## src/rtl/tccw_pkg.sv

```systemverilog
// ----------------------------------------------------------------------------
// tccw_pkg
// Shared types and constants for the text console cursor writer.
// ----------------------------------------------------------------------------
package tccw_pkg;

  localparam int SCREEN_COLUMNS = 80;
  localparam int SCREEN_ROWS    = 25;
  localparam int MAX_DIGITS     = 10;
  localparam int QUEUE_DEPTH    = 4;

  localparam logic [2:0] FUNC_PUT     = 3'd0;
  localparam logic [2:0] FUNC_BACK    = 3'd1;
  localparam logic [2:0] FUNC_ENTER   = 3'd2;
  localparam logic [2:0] FUNC_CLEAR   = 3'd3;
  localparam logic [2:0] FUNC_DECIMAL = 3'd4;

  localparam logic [1:0] KIND_CELL = 2'd0;
  localparam logic [1:0] KIND_FILL = 2'd1;
  localparam logic [1:0] KIND_MOVE = 2'd2;

  localparam logic [7:0] CHAR_NEWLINE  = 8'd10;
  localparam logic [7:0] CHAR_SPACE    = 8'd32;
  localparam logic [7:0] CHAR_ZERO     = 8'd48;
  localparam logic [7:0] DEFAULT_COLOR = 8'h07;

  // q = (n * RECIP_TEN) >> RECIP_SHIFT is n / 10 for any 32-bit n
  localparam logic [31:0] RECIP_TEN   = 32'hCCCC_CCCD;
  localparam int          RECIP_SHIFT = 35;

  localparam logic [0:0] REG_TEXT_COLOR = 1'b0;

  typedef struct packed {
    logic [2:0]         func;
    logic [7:0]         in_char;
    logic signed [31:0] number;
  } cmd_t;

  typedef struct packed {
    logic [1:0]  write_kind;
    logic [10:0] cell_index;
    logic [7:0]  out_char;
    logic [7:0]  attribute;
    logic [4:0]  row_now;
    logic [6:0]  col_now;
    logic        last;
  } res_t;

  typedef enum logic [1:0] {
    OP_PUT,
    OP_BACK,
    OP_ENTER,
    OP_CLEAR
  } op_code_t;

  typedef struct packed {
    op_code_t   op;
    logic [7:0] ch;
    logic       last;
  } op_t;

  typedef struct packed {
    logic push;
    logic pop;
  } queue_ctl_t;

  typedef enum logic [1:0] {
    F_IDLE,
    F_MUL,
    F_DIV,
    F_EMIT
  } front_state_t;

endpackage

```

## src/rtl/tccw_front.sv

```systemverilog
// ----------------------------------------------------------------------------
// tccw_front
// Accepts commands, classifies them and breaks decimals into digit items.
// ----------------------------------------------------------------------------
module tccw_front import tccw_pkg::*; #(
  parameter int MaxDigits = MAX_DIGITS
) (
  input  logic clk,
  input  logic rst,
  input  logic cmd_valid,
  output logic cmd_stall,
  input  cmd_t cmd,
  input  logic q_full,
  output logic push,
  output op_t  push_item
);

  localparam int DCW = $clog2(MaxDigits + 1);
  localparam int DIW = $clog2(MaxDigits);

  front_state_t state, state_next;
  logic [30:0]    num;
  logic [62:0]    prod;
  logic [3:0]     digit_store [MaxDigits];
  logic [DCW-1:0] digit_count;
  logic [DCW-1:0] cnt_less;
  logic [27:0]    quot;
  logic [30:0]    rem_full;
  logic [3:0]     digit_rd;
  logic           accept;
  logic           div_done;

  assign accept   = (state == F_IDLE) && cmd_valid && !q_full;
  assign quot     = prod[62:RECIP_SHIFT];
  assign rem_full = num - (31'(quot) << 3) - (31'(quot) << 1);
  assign cnt_less = digit_count - DCW'(1);
  assign digit_rd = digit_store[cnt_less[DIW-1:0]];
  assign div_done = (quot == '0) || (digit_count + DCW'(1) == DCW'(MaxDigits));

  always_comb begin
    state_next = state;
    case (state)
      F_IDLE: begin
        if (accept && cmd.func == FUNC_DECIMAL && !cmd.number[31] && cmd.number != '0) begin
          state_next = F_MUL;
        end
      end
      F_MUL:  state_next = F_DIV;
      F_DIV:  state_next = div_done ? F_EMIT : F_MUL;
      F_EMIT: begin
        if (!q_full && digit_count == DCW'(1)) begin
          state_next = F_IDLE;
        end
      end
      default: state_next = F_IDLE;
    endcase
  end

  always_comb begin
    cmd_stall = (state != F_IDLE) || q_full;
    push      = 1'b0;
    push_item = '{op: OP_PUT, ch: cmd.in_char, last: 1'b1};
    case (state)
      F_IDLE: begin
        if (accept) begin
          case (cmd.func)
            FUNC_PUT:   push = 1'b1;
            FUNC_BACK: begin
              push         = 1'b1;
              push_item.op = OP_BACK;
            end
            FUNC_ENTER: begin
              push         = 1'b1;
              push_item.op = OP_ENTER;
            end
            FUNC_CLEAR: begin
              push         = 1'b1;
              push_item.op = OP_CLEAR;
            end
            FUNC_DECIMAL: begin
              if (cmd.number == '0) begin
                push         = 1'b1;
                push_item.ch = CHAR_ZERO;
              end
            end
            default: push = 1'b0;
          endcase
        end
      end
      F_EMIT: begin
        push           = !q_full;
        push_item.ch   = CHAR_ZERO + {4'd0, digit_rd};
        push_item.last = (digit_count == DCW'(1));
      end
      default: push = 1'b0;
    endcase
  end

  always_ff @(posedge clk) begin
    if (rst) begin
      state       <= F_IDLE;
      digit_count <= '0;
    end else begin
      state <= state_next;
      if (accept) begin
        digit_count <= '0;
      end else if (state == F_DIV) begin
        digit_count <= digit_count + DCW'(1);
      end else if (state == F_EMIT && !q_full) begin
        digit_count <= cnt_less;
      end
    end
  end

  always_ff @(posedge clk) begin
    if (accept) begin
      num <= cmd.number[30:0];
    end else if (state == F_DIV) begin
      num <= 31'(quot);
    end
    if (state == F_MUL) begin
      prod <= num * RECIP_TEN;
    end
    if (state == F_DIV) begin
      digit_store[digit_count[DIW-1:0]] <= rem_full[3:0];
    end
  end

endmodule

```

## src/rtl/tccw_queue.sv

```systemverilog
// ----------------------------------------------------------------------------
// tccw_queue
// Small FIFO of cursor operations between the front and back parts.
// ----------------------------------------------------------------------------
module tccw_queue import tccw_pkg::*; #(
  parameter int Depth = QUEUE_DEPTH
) (
  input  logic       clk,
  input  logic       rst,
  input  queue_ctl_t ctl,
  input  op_t        wr_item,
  output op_t        rd_item,
  output logic       not_empty,
  output logic       full
);

  localparam int PW = $clog2(Depth);
  localparam int CW = $clog2(Depth + 1);

  op_t           slots [Depth];
  logic [PW-1:0] wr_ptr;
  logic [PW-1:0] rd_ptr;
  logic [CW-1:0] fill;

  assign not_empty = (fill != '0);
  assign full      = (fill == CW'(Depth));
  assign rd_item   = slots[rd_ptr];

  always_ff @(posedge clk) begin
    if (rst) begin
      wr_ptr <= '0;
      rd_ptr <= '0;
      fill   <= '0;
    end else begin
      if (ctl.push) begin
        wr_ptr <= (wr_ptr == PW'(Depth - 1)) ? '0 : wr_ptr + PW'(1);
      end
      if (ctl.pop) begin
        rd_ptr <= (rd_ptr == PW'(Depth - 1)) ? '0 : rd_ptr + PW'(1);
      end
      if (ctl.push && !ctl.pop) begin
        fill <= fill + CW'(1);
      end else if (!ctl.push && ctl.pop) begin
        fill <= fill - CW'(1);
      end
    end
  end

  always_ff @(posedge clk) begin
    if (ctl.push) begin
      slots[wr_ptr] <= wr_item;
    end
  end

endmodule

```

## src/rtl/tccw_back.sv

```systemverilog
// ----------------------------------------------------------------------------
// tccw_back
// Moves the cursor per operation and registers the frame buffer request.
// ----------------------------------------------------------------------------
module tccw_back import tccw_pkg::*; #(
  parameter int Cols = SCREEN_COLUMNS,
  parameter int Rows = SCREEN_ROWS
) (
  input  logic       clk,
  input  logic       rst,
  input  logic [7:0] text_color,
  input  logic       op_valid,
  input  op_t        op_item,
  output logic       pop,
  output logic       res_valid,
  input  logic       res_stall,
  output res_t       res
);

  localparam int RW    = $clog2(Rows);
  localparam int CW    = $clog2(Cols);
  localparam int CELLW = $clog2(Rows * Cols);
  localparam int CXW   = (CELLW > 11) ? CELLW : 11;
  localparam int RXW   = (RW > 5) ? RW : 5;
  localparam int KXW   = (CW > 7) ? CW : 7;

  logic [RW-1:0]  row, row_next, row_inc, cell_row;
  logic [CW-1:0]  col, col_next, cell_col;
  logic [CXW-1:0] cell_full;
  logic [RXW-1:0] row_ext;
  logic [KXW-1:0] col_ext;
  logic           emit;
  res_t           res_next;

  assign pop       = op_valid && (!res_valid || !res_stall);
  assign row_inc   = (row == RW'(Rows - 1)) ? '0 : row + RW'(1);
  assign cell_full = CXW'(cell_row) * CXW'(Cols) + CXW'(cell_col);
  assign row_ext   = RXW'(row_next);
  assign col_ext   = KXW'(col_next);

  always_comb begin
    row_next   = row;
    col_next   = col;
    cell_row   = row;
    cell_col   = col;
    emit       = 1'b1;
    res_next   = '0;
    res_next.write_kind = KIND_CELL;
    res_next.out_char   = op_item.ch;
    res_next.attribute  = text_color;
    case (op_item.op)
      OP_PUT: begin
        if (op_item.ch == CHAR_NEWLINE) begin
          row_next = row_inc;
          col_next = '0;
          cell_row = row_inc;
          cell_col = '0;
          res_next.write_kind = KIND_MOVE;
          res_next.out_char   = '0;
          res_next.attribute  = '0;
        end else if (col == CW'(Cols - 1)) begin
          row_next = row_inc;
          col_next = '0;
        end else begin
          col_next = col + CW'(1);
        end
      end
      OP_BACK: begin
        if (row == '0 && col == '0) begin
          emit = 1'b0;
        end else if (col == '0) begin
          row_next = row - RW'(1);
          col_next = CW'(Cols - 1);
        end else begin
          col_next = col - CW'(1);
        end
        cell_row = row_next;
        cell_col = col_next;
        res_next.out_char = CHAR_SPACE;
      end
      OP_ENTER: begin
        row_next = row_inc;
        col_next = '0;
        cell_row = row_inc;
        cell_col = '0;
        res_next.write_kind = KIND_MOVE;
        res_next.out_char   = '0;
        res_next.attribute  = '0;
      end
      OP_CLEAR: begin
        row_next = '0;
        col_next = '0;
        cell_row = '0;
        cell_col = '0;
        res_next.write_kind = KIND_FILL;
        res_next.out_char   = CHAR_SPACE;
      end
      default: emit = 1'b0;
    endcase
    res_next.cell_index = cell_full[10:0];
    res_next.row_now    = row_ext[4:0];
    res_next.col_now    = col_ext[6:0];
    res_next.last       = op_item.last;
  end

  always_ff @(posedge clk) begin
    if (rst) begin
      row       <= '0;
      col       <= '0;
      res_valid <= 1'b0;
    end else begin
      if (pop) begin
        row       <= row_next;
        col       <= col_next;
        res_valid <= emit;
      end else if (!res_stall) begin
        res_valid <= 1'b0;
      end
    end
  end

  always_ff @(posedge clk) begin
    if (pop && emit) begin
      res <= res_next;
    end
  end

endmodule

```

## src/rtl/text_console_cursor_writer.sv

```systemverilog
// ----------------------------------------------------------------------------
// text_console_cursor_writer
// Text console writer: cursor tracking and frame buffer cell requests.
// ----------------------------------------------------------------------------
// Put character, backspace, enter and clear each pass through the front, the
// queue and the back, and such commands flow at one per cycle while the queue
// has room and the result is not stalled. Write decimal holds the command
// port while the front loops per digit through a multiply by the reciprocal
// of ten and a subtract for the remainder, then hands the digits to the queue
// one by one. Results leave through a registered output stage.
module text_console_cursor_writer import tccw_pkg::*; #(
  parameter int ScreenColumns = SCREEN_COLUMNS,
  parameter int ScreenRows    = SCREEN_ROWS,
  parameter int MaxDigits     = MAX_DIGITS
) (
  input  logic        clk,
  input  logic        rst,
  input  logic        cmd_valid,
  output logic        cmd_stall,
  input  cmd_t        cmd,
  output logic        res_valid,
  input  logic        res_stall,
  output res_t        res,
  input  logic        psel,
  input  logic        penable,
  input  logic        pwrite,
  input  logic [2:0]  paddr,
  input  logic [31:0] pwdata,
  output logic [31:0] prdata,
  output logic        pready
);

  logic [7:0] text_color;
  logic       q_full;
  logic       q_not_empty;
  logic       push;
  logic       pop;
  op_t        push_item;
  op_t        pop_item;
  queue_ctl_t qctl;

  assign pready = 1'b1;
  assign prdata = (paddr[2] == REG_TEXT_COLOR) ? {24'd0, text_color} : '0;
  assign qctl   = '{push: push, pop: pop};

  always_ff @(posedge clk) begin
    if (rst) begin
      text_color <= DEFAULT_COLOR;
    end else if (psel && penable && pwrite && paddr[2] == REG_TEXT_COLOR) begin
      text_color <= pwdata[7:0];
    end
  end

  tccw_front #(
    .MaxDigits(MaxDigits)
  ) u_front (
    .clk      (clk),
    .rst      (rst),
    .cmd_valid(cmd_valid),
    .cmd_stall(cmd_stall),
    .cmd      (cmd),
    .q_full   (q_full),
    .push     (push),
    .push_item(push_item)
  );

  tccw_queue #(
    .Depth(QUEUE_DEPTH)
  ) u_queue (
    .clk      (clk),
    .rst      (rst),
    .ctl      (qctl),
    .wr_item  (push_item),
    .rd_item  (pop_item),
    .not_empty(q_not_empty),
    .full     (q_full)
  );

  tccw_back #(
    .Cols(ScreenColumns),
    .Rows(ScreenRows)
  ) u_back (
    .clk       (clk),
    .rst       (rst),
    .text_color(text_color),
    .op_valid  (q_not_empty),
    .op_item   (pop_item),
    .pop       (pop),
    .res_valid (res_valid),
    .res_stall (res_stall),
    .res       (res)
  );

  a_kind_legal: assert property (@(posedge clk) disable iff (rst)
    res_valid |-> (res.write_kind == KIND_CELL || res.write_kind == KIND_FILL ||
                   res.write_kind == KIND_MOVE))
    else $error("result kind out of range");

  a_fill_homes: assert property (@(posedge clk) disable iff (rst)
    res_valid && res.write_kind == KIND_FILL |->
      res.row_now == '0 && res.col_now == '0 && res.cell_index == '0)
    else $error("fill did not home the cursor");

  a_move_col0: assert property (@(posedge clk) disable iff (rst)
    res_valid && res.write_kind == KIND_MOVE |-> res.col_now == '0 && res.out_char == '0)
    else $error("cursor move not at column zero");

  a_no_push_full: assert property (@(posedge clk) disable iff (rst)
    q_full |-> !push || pop)
    else $error("push into full queue");

endmodule

```

## config.mk

```make
export PLATFORM = sky130hd
export DESIGN_NAME = text_console_cursor_writer
export DESIGN_NICKNAME = d
export VERILOG_FILES = /design/src/rtl/tccw_pkg.sv /design/src/rtl/tccw_front.sv /design/src/rtl/tccw_queue.sv /design/src/rtl/tccw_back.sv /design/src/rtl/text_console_cursor_writer.sv
export SDC_FILE = /design/constraint.sdc
export NUM_CORES = 1
export LEC_CHECK = 0
export BUFFER_PORTS_ARGS = -buffer_cell sky130_fd_sc_hd__buf_4
export CAP_MARGIN = 10
export CORE_ASPECT_RATIO = 0.75
export CORE_UTILIZATION = 63
export CTS_CLUSTER_SIZE = 16
export DETAILED_ROUTE_END_ITERATION = 6
export PLACE_DENSITY = 0.83
export REMOVE_ABC_BUFFERS = 1
export SLEW_MARGIN = 10
export SYNTH_ARGS = -nofsm -noshare
export SYNTH_HDL_FRONTEND = slang
export SYNTH_HIERARCHICAL = 1
export SYNTH_SLANG_ARGS = --single-unit
```

## constraint.sdc

```tcl
create_clock -name clk -period 7.7 [get_ports clk]
set_input_delay 1.155 -clock clk [delete_from_list [all_inputs] [get_ports clk]]
set_output_delay 1.155 -clock clk [all_outputs]
set_load 0.03 [all_outputs]
```

==> impl_metrics.csv <==
group,metric,value,unit
run_status,run_status,"finished clean",
synthesis,synth.top_cells.by_count,"inv_1 (369), ha_1 (334), fa_1 (232)",
place,gp_congestion,1.04,
detailed_routing,routed_wl,59700,µm
detailed_routing,routedWlPerCell,21.9,µm
clocking,cts_tree,"yes",
critical_path,worstSetupPathType,"register to register",
detailed_routing,drc,0,
sta,max_freq,134,MHz
global_routing,grt_pass1_vias,16500,
clocking,clk_pin_slew_worst_paths,0.07,ns
detailed_routing,dr_total_vias,16200,
synthesis,yosysSeqAreaShare,27.7,%
synthesis,synth_largest_area_cell,"edfxtp_1",
synthesis,synthesis.area,0.0227,mm²
synthesis,synth_top_family_by_area,"adder cells",
place,numPortBuffers,110,
sta,timing.slew.headroom,33.4,%
cells_and_area,n_antenna_cell,0,
synthesis,synth_xor_area_share,3.05,%
global_routing,grt_start_max_net_pins,44,
sta,whs,0.488,ns
synthesis,synth-simple-area-share,10.9,%
critical_path,crit_required,7.96,ns
sta,fin_ws,0.222,ns
synthesis,synth-adder-area-share,38.9,%
synthesis,async_flop_share,0,%
cells_and_area,final_core_util,70.5,%
sta,timing.final.hold_violations,0,
sta,fin_crit_sh,97.1,%
clocking,cts_resized,0,
detailed_routing,vias_per_cell,5.96,
clocking,postCtsSetupRepairBufs,0,
sta,tightestPinTransition,0.995,ns
floorplan,core,0.0351,mm²
synthesis,ys_types,85,
sta,slew_viol_final,0,
critical_path,crit_arrival,7.73,ns
floorplan,dieArea,0.0368,mm²
global_routing,overflow,0,
clocking,cts_max_path_buffers,3,
synthesis,yosys_most_used_dff,"edfxtp_1",
clocking,cts_sinks,221,
floorplan,fp.dieH,166,µm
floorplan,num_io_pins,162,
sta,setup_violations,0,
global_routing,antenna_found_initial,0,
clocking,h-tree-depth,1,
clocking,cts_buffers,22,
floorplan,die_w,221,µm
cells_and_area,fin_nets,2897,
clocking,cts_root_buffer,"clkbuf_16",
global_routing,track_usage,33.4,%
synthesis,synthCells,2138,
synthesis,synth.mux.area_fraction,2.83,%
cells_and_area,areaGrowthSynthToFinish,9.03,%
detailed_routing,firstDrtPassIters,5,
place,dpl.hpwl,49500,µm
cells_and_area,fillers,2540,
critical_path,worstPathMaxFanout,5,
synthesis,synth_warnings,6,
hold_path,hp-class,"register to register",
cells_and_area,drive_above_1_share,9.73,%
synthesis,yosys-top-cells-area,"edfxtp_1 (25%), fa_1 (20%), ha_1 (18%), inv_1 (6.1%), dfxtp_1 (3.2%)",
sta,finalClockSkew,0.0227,ns
clocking,clkLatencyLatePin,0.54,ns
floorplan,start_util,64.7,%
floorplan,fp-row-count,59,
global_routing,grt_pass1_wl,93100,µm
detailed_routing,ant_nets,0,
critical_path,cp-end-kind,"register",
critical_path,crit_start,"u_front/num[5]",
place,place_ws,0.206,ns
synthesis,synth_top_area_share,24.5,%
detailed_routing,drtIter0Drc,1366,
clocking,cts_hold_buf,0,
synthesis,synth_compound_area_share,8.75,%
synthesis,syn_avg_cell_area,10.6,µm²
synthesis,ys_ff_latch,221,
synthesis,synth_edf_count,185,
critical_path,critPathLaunchType,"register",
hold_path,hp-start,"text_color[7]",
critical_path,r2r-start,"u_front/num[5]",
run,cap_violations,0,
synthesis,yosysMostFrequentCell,"inv_1",
sta,fin_crit,7.48,ns
==> through the flow <==
step           setup TNS, ns  instance area (µm²)  std cells
4_1_cts                    0                24700       2719
6_report                   0                24700       2719
3_3_place_gp               0                23900       2679
2_1_floorplan              0                22400       2090
5_1_grt              -0.0297                24700       2719
3_5_place_dp               0                23900       2679
==> placed cells by master (no fill, tap or decap), types with 8 or more instances in the layout <==
cell type  instances
a211oi_1          15
a21o_1            38
a21oi_1           94
a31oi_1           11
and2_1            21
and2b_2            8
and3_1            11
buf_4            132
clkbuf_16         22
conb_1            25
dfxtp_1           36
edfxtp_1         185
fa_1             231
ha_1             334
inv_1            369
mux2i_1           21
mux4_2            18
nand2_1          167
nand2b_1          25
nand3_1           30
nand4_1           23
nor2_1            80
nor2b_1           25
nor3_1            22
nor4_1            20
o211ai_1          10
o21a_1            12
o21ai_0           51
o21ai_1           10
o21bai_1          14
xnor2_1           46
xor2_1            33
==> worst paths after layout <==
check | end | slack (ns) | depth (start not counted)
setup reg to reg | u_front/prod[61] | 0.22 | 25
hold reg to reg | text_color[7] | 0.49 | 2
hold / removal | text_color[7] | 0.49 | 2
setup / recovery | u_front/prod[61] | 0.22 | 25
==> layer usage <==
layer	up-vias	track usage [%]	wire length (µm)
met5	-	1.94	99
met2	694	50.3	26100
li1	7437	-	-
met4	2	5.62	958
met1	8002	46.4	25400
met3	72	13.1	7130
==> cell type report <==
| cell class | count | area, µm² | share of cell area [%] |
|---|---|---|---|
| Timing Repair Buffer | 132 | 991 | 4.01 |
| Tap cell | 457 | 572 | 2.31 |
| Clock inverter | 14 | 180 | 0.729 |
| Clock buffer | 26 | 566 | 2.29 |
| Inverter | 369 | 1390 | 5.60 |
| Sequential cell | 221 | 6280 | 25.4 |
| Multi-Input combinational cell | 1500 | 14700 | 59.7 |
==> flip-flops by register name, indices dropped and copies added (netlist names), named ones only <==
| name | flops |
|---|---|
| text_color | 8 |
| u_back/col | 7 |
| u_back/res | 42 |
| u_back/res_valid | 1 |
| u_back/row | 5 |
| u_front/digit_count | 4 |
| u_front/digit_store | 40 |
| u_front/num | 31 |
| u_front/prod | 28 |
| u_front/state | 2 |
| u_queue/fill | 3 |
| u_queue/rd_ptr | 2 |
| u_queue/slots | 44 |
| u_queue/wr_ptr | 2 |
==> kinds of logic after synthesis <==
kind of cell | Yosys count
AOI/OAI and AO/OA | 309
muxes | 40
adders and majority gates | 566
DFF | 221
and+or+nand+nor | 481
other | 2
buffers and inverters | 440
xor gates and xnor gates | 79
==> critical path, cell delays in order, from the launching register on <==
cell and delay, ns:
edfxtp_1 0.41, inv_1 0.06, ha_1 0.29, inv_1 0.14
fa_1 0.49, fa_1 0.55, fa_2 0.62, inv_1 0.09
buf_4 0.16, fa_1 0.47, inv_1 0.05, fa_1 0.50
fa_1 0.50, inv_1 0.05, fa_1 0.50, inv_1 0.05
ha_1 0.36, a21o_1 0.21, o32ai_1 0.31, o211ai_1 0.25
a211oi_1 0.30, buf_4 0.19, nor2_2 0.07, a31oi_2 0.27
o21bai_1 0.14, xor2_1 0.16
Power is left out: the tool's default activity adds up to more than one toggle a clock period on the data nets, which glitch-free logic cannot reach.
